===== src/design/gaau_pkg.sv =====
// ---------------------------------------------------------------------------
// gaau_pkg
// Operation codes, field constants and helper functions of the GF(2^8) unit.
// ---------------------------------------------------------------------------
`default_nettype none

package gaau_pkg;

    localparam logic [2:0] OP_ADD    = 3'd0;
    localparam logic [2:0] OP_XTIME  = 3'd1;
    localparam logic [2:0] OP_MUL    = 3'd2;
    localparam logic [2:0] OP_INV    = 3'd3;
    localparam logic [2:0] OP_SBOX   = 3'd4;
    localparam logic [2:0] OP_INVSBX = 3'd5;
    localparam logic [2:0] OP_EXP    = 3'd6;
    localparam logic [2:0] OP_LOG    = 3'd7;

    localparam logic [7:0] FIELD_REDUCE     = 8'h1b;
    localparam logic [7:0] AFFINE_CONST     = 8'h63;
    localparam logic [7:0] AFFINE_INV_CONST = 8'h05;
    // Multiplicative group order; also the largest log value.
    localparam logic [7:0] GROUP_ORDER      = 8'd255;
    localparam logic [7:0] LAST_POWER       = 8'd254;

    localparam int TABLE_DEPTH = 256;
    localparam int BYTE_W      = 8;

    // One write of the table fill sequencer: element = 3^power_idx.
    typedef struct packed {
        logic       busy;
        logic [7:0] power_idx;
        logic [7:0] elem;
    } fill_wr_t;

    function automatic logic [7:0] xtime(input logic [7:0] v);
        xtime = {v[6:0], 1'b0} ^ (v[7] ? FIELD_REDUCE : 8'h00);
    endfunction

    // Carry-less product reduced mod 0x11b; flattens to an AND-XOR network.
    function automatic logic [7:0] gf_mul(input logic [7:0] x, input logic [7:0] y);
        logic [7:0] acc;
        logic [7:0] term;
        acc  = 8'h00;
        term = y;
        for (int k = 0; k < 8; k++)
        begin
            if (x[k])
            begin
                acc = acc ^ term;
            end
            term = xtime(term);
        end
        gf_mul = acc;
    endfunction

    function automatic logic [7:0] rotl(input logic [7:0] v, input int n);
        rotl = 8'((v << n) | (v >> (8 - n)));
    endfunction

    function automatic logic [7:0] affine_fwd(input logic [7:0] v);
        affine_fwd = v ^ rotl(v, 1) ^ rotl(v, 2) ^ rotl(v, 3) ^ rotl(v, 4) ^ AFFINE_CONST;
    endfunction

    function automatic logic [7:0] affine_back(input logic [7:0] v);
        affine_back = rotl(v, 1) ^ rotl(v, 3) ^ rotl(v, 6) ^ AFFINE_INV_CONST;
    endfunction

endpackage

`default_nettype wire


===== src/design/gf256_aes_arithmetic_unit_core.sv =====
// ---------------------------------------------------------------------------
// gf256_aes_arithmetic_unit_core
// Byte arithmetic over GF(2^8) mod 0x11b built around exp and log memories.
// ---------------------------------------------------------------------------
// Usage:
// One word enters on s_axis per operation: an operation code and two bytes.
// Each word yields exactly one result byte on m_axis, in order.
// Inverse, S-box and inverse S-box go through a log then an exp lookup;
// exp and log use one memory each; add, xtime and multiply are computed
// directly in logic.
// A result word passes the stage 1 log read, the stage 2 exp read and the
// output register before it is valid on m_axis.
// Throughput is one word per cycle while results are taken: the two memory
// read stages and the output register all advance together unless stalled.
// After reset a fill sequencer writes the generator powers into the tables;
// s_axis_tready stays low until it is done.
// When the receiver stalls, the whole pipeline holds and s_axis_tready drops
// in the same cycle; the held result word stays unchanged until taken.
// ---------------------------------------------------------------------------
`default_nettype none

module gf256_aes_arithmetic_unit_core (
    input  wire logic        clk,
    input  wire logic        rst_n,
    input  wire logic        s_axis_tvalid,
    output logic             s_axis_tready,
    // [2:0] operation, [10:3] operand_a, [18:11] operand_b, [23:19] zero
    input  wire logic [23:0] s_axis_tdata,
    output logic             m_axis_tvalid,
    input  wire logic        m_axis_tready,
    // [7:0] result_byte
    output logic      [7:0]  m_axis_tdata
);

    gaau_pkg::fill_wr_t fill;

    logic       adv;
    logic       accept;
    logic [2:0] in_op;
    logic [7:0] in_a;
    logic [7:0] in_b;
    logic [7:0] log_addr_a;

    // Stage 1: log lookup in flight.
    logic       v1_reg;
    logic [2:0] op1_reg;
    logic [7:0] a1_reg;
    logic [7:0] b1_reg;
    logic       za1_reg;
    logic [7:0] log_a;

    // Stage 2: exp lookup in flight.
    logic       v2_reg;
    logic [2:0] op2_reg;
    logic       zero2_reg;
    logic [7:0] res2_reg;
    logic [7:0] exp_addr;
    logic       zero2_next;
    logic [7:0] res2_next;
    logic [7:0] exp_val;

    logic       out_valid_reg;
    logic [7:0] out_data_reg, out_data_next;
    logic [7:0] inv_val;

    assign in_op = s_axis_tdata[2:0];
    assign in_a  = s_axis_tdata[10:3];
    assign in_b  = s_axis_tdata[18:11];

    assign adv           = !out_valid_reg || m_axis_tready;
    assign s_axis_tready = adv && !fill.busy;
    assign accept        = s_axis_tvalid && s_axis_tready;

    // The inverse S-box undoes the affine map before taking the inverse.
    assign log_addr_a = (in_op == gaau_pkg::OP_INVSBX) ? gaau_pkg::affine_back(in_a) : in_a;

    gaau_fill u_fill (
        .clk   (clk),
        .rst_n (rst_n),
        .wr    (fill)
    );

    gaau_ram #(.DATA_W(gaau_pkg::BYTE_W), .DEPTH(gaau_pkg::TABLE_DEPTH)) u_log_a (
        .clk   (clk),
        .we    (fill.busy),
        .waddr (fill.elem),
        .wdata (fill.power_idx),
        .re    (adv),
        .raddr (log_addr_a),
        .rdata (log_a)
    );

    gaau_ram #(.DATA_W(gaau_pkg::BYTE_W), .DEPTH(gaau_pkg::TABLE_DEPTH)) u_exp (
        .clk   (clk),
        .we    (fill.busy),
        .waddr (fill.power_idx),
        .wdata (fill.elem),
        .re    (adv),
        .raddr (exp_addr),
        .rdata (exp_val)
    );

    // Stage 1 logic: the exp address for inversion and exp, and the direct and log results.
    // Log entries hold 0 for the element 1, whose inverse is 3^0.
    always_comb
    begin
        exp_addr   = 8'd0;
        zero2_next = 1'b0;
        res2_next  = 8'd0;
        case (op1_reg)
            gaau_pkg::OP_ADD:
            begin
                res2_next = a1_reg ^ b1_reg;
            end
            gaau_pkg::OP_XTIME:
            begin
                res2_next = gaau_pkg::xtime(a1_reg);
            end
            gaau_pkg::OP_MUL:
            begin
                res2_next = gaau_pkg::gf_mul(a1_reg, b1_reg);
            end
            gaau_pkg::OP_INV, gaau_pkg::OP_SBOX, gaau_pkg::OP_INVSBX:
            begin
                exp_addr   = (log_a == 8'd0) ? 8'd0 : gaau_pkg::GROUP_ORDER - log_a;
                zero2_next = za1_reg;
            end
            gaau_pkg::OP_EXP:
            begin
                // 3^255 equals 3^0.
                exp_addr = (a1_reg == gaau_pkg::GROUP_ORDER) ? 8'd0 : a1_reg;
            end
            default:
            begin
                // Log of zero is zero; log of one is reported as 255.
                if (za1_reg)
                begin
                    res2_next = 8'd0;
                end
                else if (log_a == 8'd0)
                begin
                    res2_next = gaau_pkg::GROUP_ORDER;
                end
                else
                begin
                    res2_next = log_a;
                end
            end
        endcase
    end

    // Stage 2 logic: pick the exp lookup or the direct result, applying the affine map for the S-box.
    always_comb
    begin
        inv_val = zero2_reg ? 8'd0 : exp_val;
        case (op2_reg)
            gaau_pkg::OP_ADD, gaau_pkg::OP_XTIME, gaau_pkg::OP_MUL, gaau_pkg::OP_LOG:
            begin
                out_data_next = res2_reg;
            end
            gaau_pkg::OP_SBOX:
            begin
                out_data_next = gaau_pkg::affine_fwd(inv_val);
            end
            gaau_pkg::OP_EXP:
            begin
                out_data_next = exp_val;
            end
            default:
            begin
                out_data_next = inv_val;
            end
        endcase
    end

    always_ff @(posedge clk or negedge rst_n)
    begin
        if (!rst_n)
        begin
            v1_reg        <= 1'b0;
            v2_reg        <= 1'b0;
            out_valid_reg <= 1'b0;
        end
        else if (adv)
        begin
            v1_reg        <= accept;
            v2_reg        <= v1_reg;
            out_valid_reg <= v2_reg;
        end
    end

    always_ff @(posedge clk)
    begin
        if (adv)
        begin
            op1_reg      <= in_op;
            a1_reg       <= in_a;
            b1_reg       <= in_b;
            za1_reg      <= (log_addr_a == 8'd0);
            op2_reg      <= op1_reg;
            zero2_reg    <= zero2_next;
            res2_reg     <= res2_next;
            out_data_reg <= out_data_next;
        end
    end

    assign m_axis_tvalid = out_valid_reg;
    assign m_axis_tdata  = out_data_reg;

endmodule

`default_nettype wire


===== src/design/gaau_ram.sv =====
// ---------------------------------------------------------------------------
// gaau_ram
// Generic single-write, single-read RAM with a registered read port.
// ---------------------------------------------------------------------------
`default_nettype none

module gaau_ram #(
    parameter int DATA_W = 8,
    parameter int DEPTH  = 256
) (
    input  wire logic                     clk,
    input  wire logic                     we,
    input  wire logic [$clog2(DEPTH)-1:0] waddr,
    input  wire logic [DATA_W-1:0]        wdata,
    input  wire logic                     re,
    input  wire logic [$clog2(DEPTH)-1:0] raddr,
    output logic      [DATA_W-1:0]        rdata
);

    logic [DATA_W-1:0] mem [DEPTH];

    always_ff @(posedge clk)
    begin
        if (we)
        begin
            mem[waddr] <= wdata;
        end
        if (re)
        begin
            rdata <= mem[raddr];
        end
    end

endmodule

`default_nettype wire


===== src/design/gaau_fill.sv =====
// ---------------------------------------------------------------------------
// gaau_fill
// After reset, walks the powers of the generator 3 and emits one table write
// per cycle for the exp and log memories.
// ---------------------------------------------------------------------------
`default_nettype none

module gaau_fill (
    input  wire logic           clk,
    input  wire logic           rst_n,
    output gaau_pkg::fill_wr_t  wr
);

    logic       busy_reg, busy_next;
    logic [7:0] idx_reg, idx_next;
    logic [7:0] pow_reg, pow_next;

    always_comb
    begin
        busy_next = busy_reg;
        idx_next  = idx_reg;
        pow_next  = pow_reg;
        if (busy_reg)
        begin
            // Multiply by 3: p * 2 + p.
            pow_next = gaau_pkg::xtime(pow_reg) ^ pow_reg;
            idx_next = idx_reg + 8'd1;
            if (idx_reg == gaau_pkg::LAST_POWER)
            begin
                busy_next = 1'b0;
            end
        end
    end

    always_ff @(posedge clk or negedge rst_n)
    begin
        if (!rst_n)
        begin
            busy_reg <= 1'b1;
            idx_reg  <= 8'd0;
            pow_reg  <= 8'd1;
        end
        else
        begin
            busy_reg <= busy_next;
            idx_reg  <= idx_next;
            pow_reg  <= pow_next;
        end
    end

    assign wr.busy      = busy_reg;
    assign wr.power_idx = idx_reg;
    assign wr.elem      = pow_reg;

endmodule

`default_nettype wire


===== config.mk =====
export PLATFORM = sky130hd
export DESIGN_NAME = gf256_aes_arithmetic_unit_core
export DESIGN_NICKNAME = d
export VERILOG_FILES = /design/src/design/gaau_pkg.sv /design/src/design/gf256_aes_arithmetic_unit_core.sv /design/src/design/gaau_ram.sv /design/src/design/gaau_fill.sv
export SDC_FILE = /design/constraint.sdc
export NUM_CORES = 2
export LEC_CHECK = 0
export BUFFER_PORTS_ARGS = -buffer_cell sky130_fd_sc_hd__buf_2
export CAP_MARGIN = 20
export CORE_UTILIZATION = 45
export CTS_BUF_LIST = sky130_fd_sc_hd__clkbuf_8
export CTS_CLUSTER_SIZE = 20
export DETAILED_ROUTE_END_ITERATION = 10
export GPL_ROUTABILITY_DRIVEN = 0
export HOLD_SLACK_MARGIN = 0.15
export SETUP_SLACK_MARGIN = 0.2
export SLEW_MARGIN = 40
export SYNTH_ARGS = -nofsm -noshare
export SYNTH_HDL_FRONTEND = slang
export SYNTH_SLANG_ARGS = --single-unit

===== constraint.sdc =====
create_clock -name clk -period 6.6 [get_ports clk]
set_input_delay 1.65 -clock clk [delete_from_list [all_inputs] [get_ports clk]]
set_output_delay 1.65 -clock clk [all_outputs]
set_load 0.01 [all_outputs]

==> impl_metrics.ini <==
[run_status]
status = finished, final reports clean

[setup_path]
r2r-end = u_exp.rdata[1]$_DFFE_PN_
required_ns = 7.45
reg2regPathDepth = 12
cp-end-kind = register
worstSetupStartpointType = register
r2r_slack_ns = 0.94
reg2reg_from = u_log_a.rdata[1]$_DFFE_PN_
crit_arrival_ns = 6.51
path_class = reg2reg
critPathMaxFanout = 37

[layout]
drive_above_1_share = 0.1595
final_common_cell = edfxtp_1
regArea_um2 = 125200
multi_input_area_um2 = 39080
fin_util = 0.5090
mostFrequentLayoutCells = 4152 x edfxtp_1, 2134 x nand2_1, 658 x clkbuf_8
fillers = 30310
reg.largest.list = u_exp.mem x2048, u_log_a.mem x2048
finalNetCount = 11580
syn2layout_area_growth_pct = 12.28
final_cell_area_um2 = 186600

[sta]
tns_ns = 0
min_period_ns = 5.656
max_slew.worst_pin.slew_ns = 0.9545
drv_slew = 0
fin_crit_sh = 0.8570
slew-limit-headroom = 0.3621
hold_viol = 0
layout_setup_ws_ns = 0.9435
rsz0062_at_grt = no
skew_ns = 0.06629
max_freq_mhz = 176.8
finalSetupViolations = 0

[route]
firstDrtPassIters = 6
drt_iter0_drc = 14210
vias = 102800
routedWlPerCell_um = 30.07
drc_errors = 0
final_antenna_net_count = 0
avgViaCountPerCell = 6.103
drt-total-wl_um = 506500

[job]
maxCapViolCount = 0

[global_route]
overflow = 0
first_global_vias = 99880
antenna_found_initial = 17
grt_pass1_wl_um = 717700
track_usage = 0.2663
grt_start_max_net_pins = 173

[place]
dp_slack_ns = 0.4448
dpl.hpwl_um = 302200
port_buffers = 32
placed_area_um2 = 174700

[synthesis]
yosysWarnings = 0
avgSynthCellArea_um2 = 14.89
synth-edff-count = 4152
synth_top_area_cell = edfxtp_1
synthTopCellsByArea = edfxtp_1 75%, nand2_1 4.8%, mux4_2 3.6%, mux2i_1 2.0%, nand3_1 2.0%
synth.top_cell.area_share = 0.7501
syn-num-nets = 11210
post_synth_num_cell_types = 78
synth_area_um2 = 166200
synth_sequential_area_ratio = 0.7531
ys.flop_type = edfxtp_1
synth_async_sr_flop_share = 0.004794
synth_cells = 11160
ys_ff_latch = 4172

[clock_network]
cts_buffers = 647
cts_hold_buf = 0
cts.clk_slew.worst_paths_ns = 0.06
cts_setup_buffers = 0
cts_tree = done
clock-sinks = 4172
cts_root_buffer = clkbuf_8
clk_path_buf_depth = 4
cts_resized = 0
htree_levels = 6
clkLatencyLatePin_ns = 1.23

[floorplanning]
initial_core_util = 0.4533
die_x_um = 609.8
row_count = 222
dieArea_um2 = 371800
core-area_um2 = 366700
io_pins = 38
die_h_um = 609.8

[hold_path]
hold_class = in2async

[power_and_ir_drop]
powerDensity_nw_per_um2 = 308.5
leakage_nw = 55.29
vdd_drop_max_mv = 0.1782
p_total_w = 0.05757
synth_stat cells, types with 18 or more instances:
master and n:
a2111oi_0 52, nor4_1 52, mux2i_1 335, a31o_2 19
a211oi_1 196, o221ai_1 22, a21oi_1 595, o22ai_1 111
mux4_2 264, a32oi_1 77, dfrtp_1 18, nor3_1 20
nand2_1 2146, a221oi_1 35, clkbuf_1 463, o31ai_1 22
nand3_1 665, edfxtp_1 4152, buf_1 116, o211ai_1 23
and3_1 154, a31oi_1 149, a22oi_1 73, a311oi_1 37
buf_2 159, xor2_1 46, o2111ai_1 28, o21ai_0 143
buf_4 18, nand4_1 84, inv_1 19, xnor2_1 82
nor2_1 571
worst max-delay path: stages (launching register included):
cell,delay (ns)
edfxtp_1,0.59
nor4_1,0.82
a221o_4,0.34
nand2_4,0.40
buf_12,0.37
buf_12,0.24
buf_4,0.21
a211oi_1,0.26
a211oi_1,0.13
o31ai_1,0.65
nand4b_1,0.43
o311ai_0,0.36
o31ai_1,0.38
per-layer routing:
layer,part of all wire,track usage
met5,0.00031,0.003616
met4,0.052,0.1357
met3,0.10,0.05526
met2,0.46,0.4147
met1,0.38,0.3553
power breakdown:
part	leakage [nW]	internal, W	switching [W]	total (W)
sequential	29.0	0.0289	0.000257	0.0291
clock	6.61	0.00956	0.0102	0.0198
combinational	19.7	0.00277	0.00590	0.00867
worst max path at each step:
stage	slack (ns)	endpoint	cells after the start	startpoint
after floorplan	1.44	u_exp.mem[111][0]$_DFFE_PP_	4	u_fill.idx_reg[0]$_DFFE_PN0P_
after global placement	0.34	u_exp.rdata[5]$_DFFE_PN_	10	u_log_a.rdata[2]$_DFFE_PN_
after detailed placement	0.44	u_log_a.rdata[5]$_DFFE_PN_	12	s_axis_tdata[4]
after CTS	1.04	u_exp.rdata[5]$_DFFE_PN_	11	u_log_a.rdata[2]$_DFFE_PN_
after global routing	1.06	u_exp.rdata[1]$_DFFE_PN_	12	u_log_a.rdata[2]$_DFFE_PN_
final	0.94	u_exp.rdata[1]$_DFFE_PN_	12	u_log_a.rdata[1]$_DFFE_PN_
cells by family (layout without fill, tap and decap cells):
kind of cell,count (synthesis),count (layout),synth area share
adders and majority gates,13,13,0.0009786
AOI/OAI and AO/OA,1683,1683,0.06593
DFF,4172,4172,0.7531
muxes,607,607,0.05649
buffers and inverters,788,1646,0.01994
and+or+nand+nor,3768,3768,0.09609
xor gates and xnor gates,133,133,0.007445
other,0,6,0
stage by stage:
stage / hold slack (ns) / std cells
after floorplan: 0.4244 / 11160
after global placement: 0.4452 / 15680
after detailed placement: 0.4551 / 15700
after CTS: 0.3635 / 16840
after global routing: 0.4310 / 16840
final: 0.4381 / 16840
area by class of cell:
| type | count | share of cell area |
|---|---|---|
| repair buffers | 492 | 0.02552 |
| clock inverters | 476 | 0.01271 |
| diodes | 6 | 0.00008045 |
| well taps | 4816 | 0.03229 |
| flip-flops and latches | 4172 | 0.6711 |
| multi-input cells | 6204 | 0.2094 |
| clock buffers | 658 | 0.04852 |
| inverters | 20 | 0.0004022 |
(Power assumes the default switching activity.)
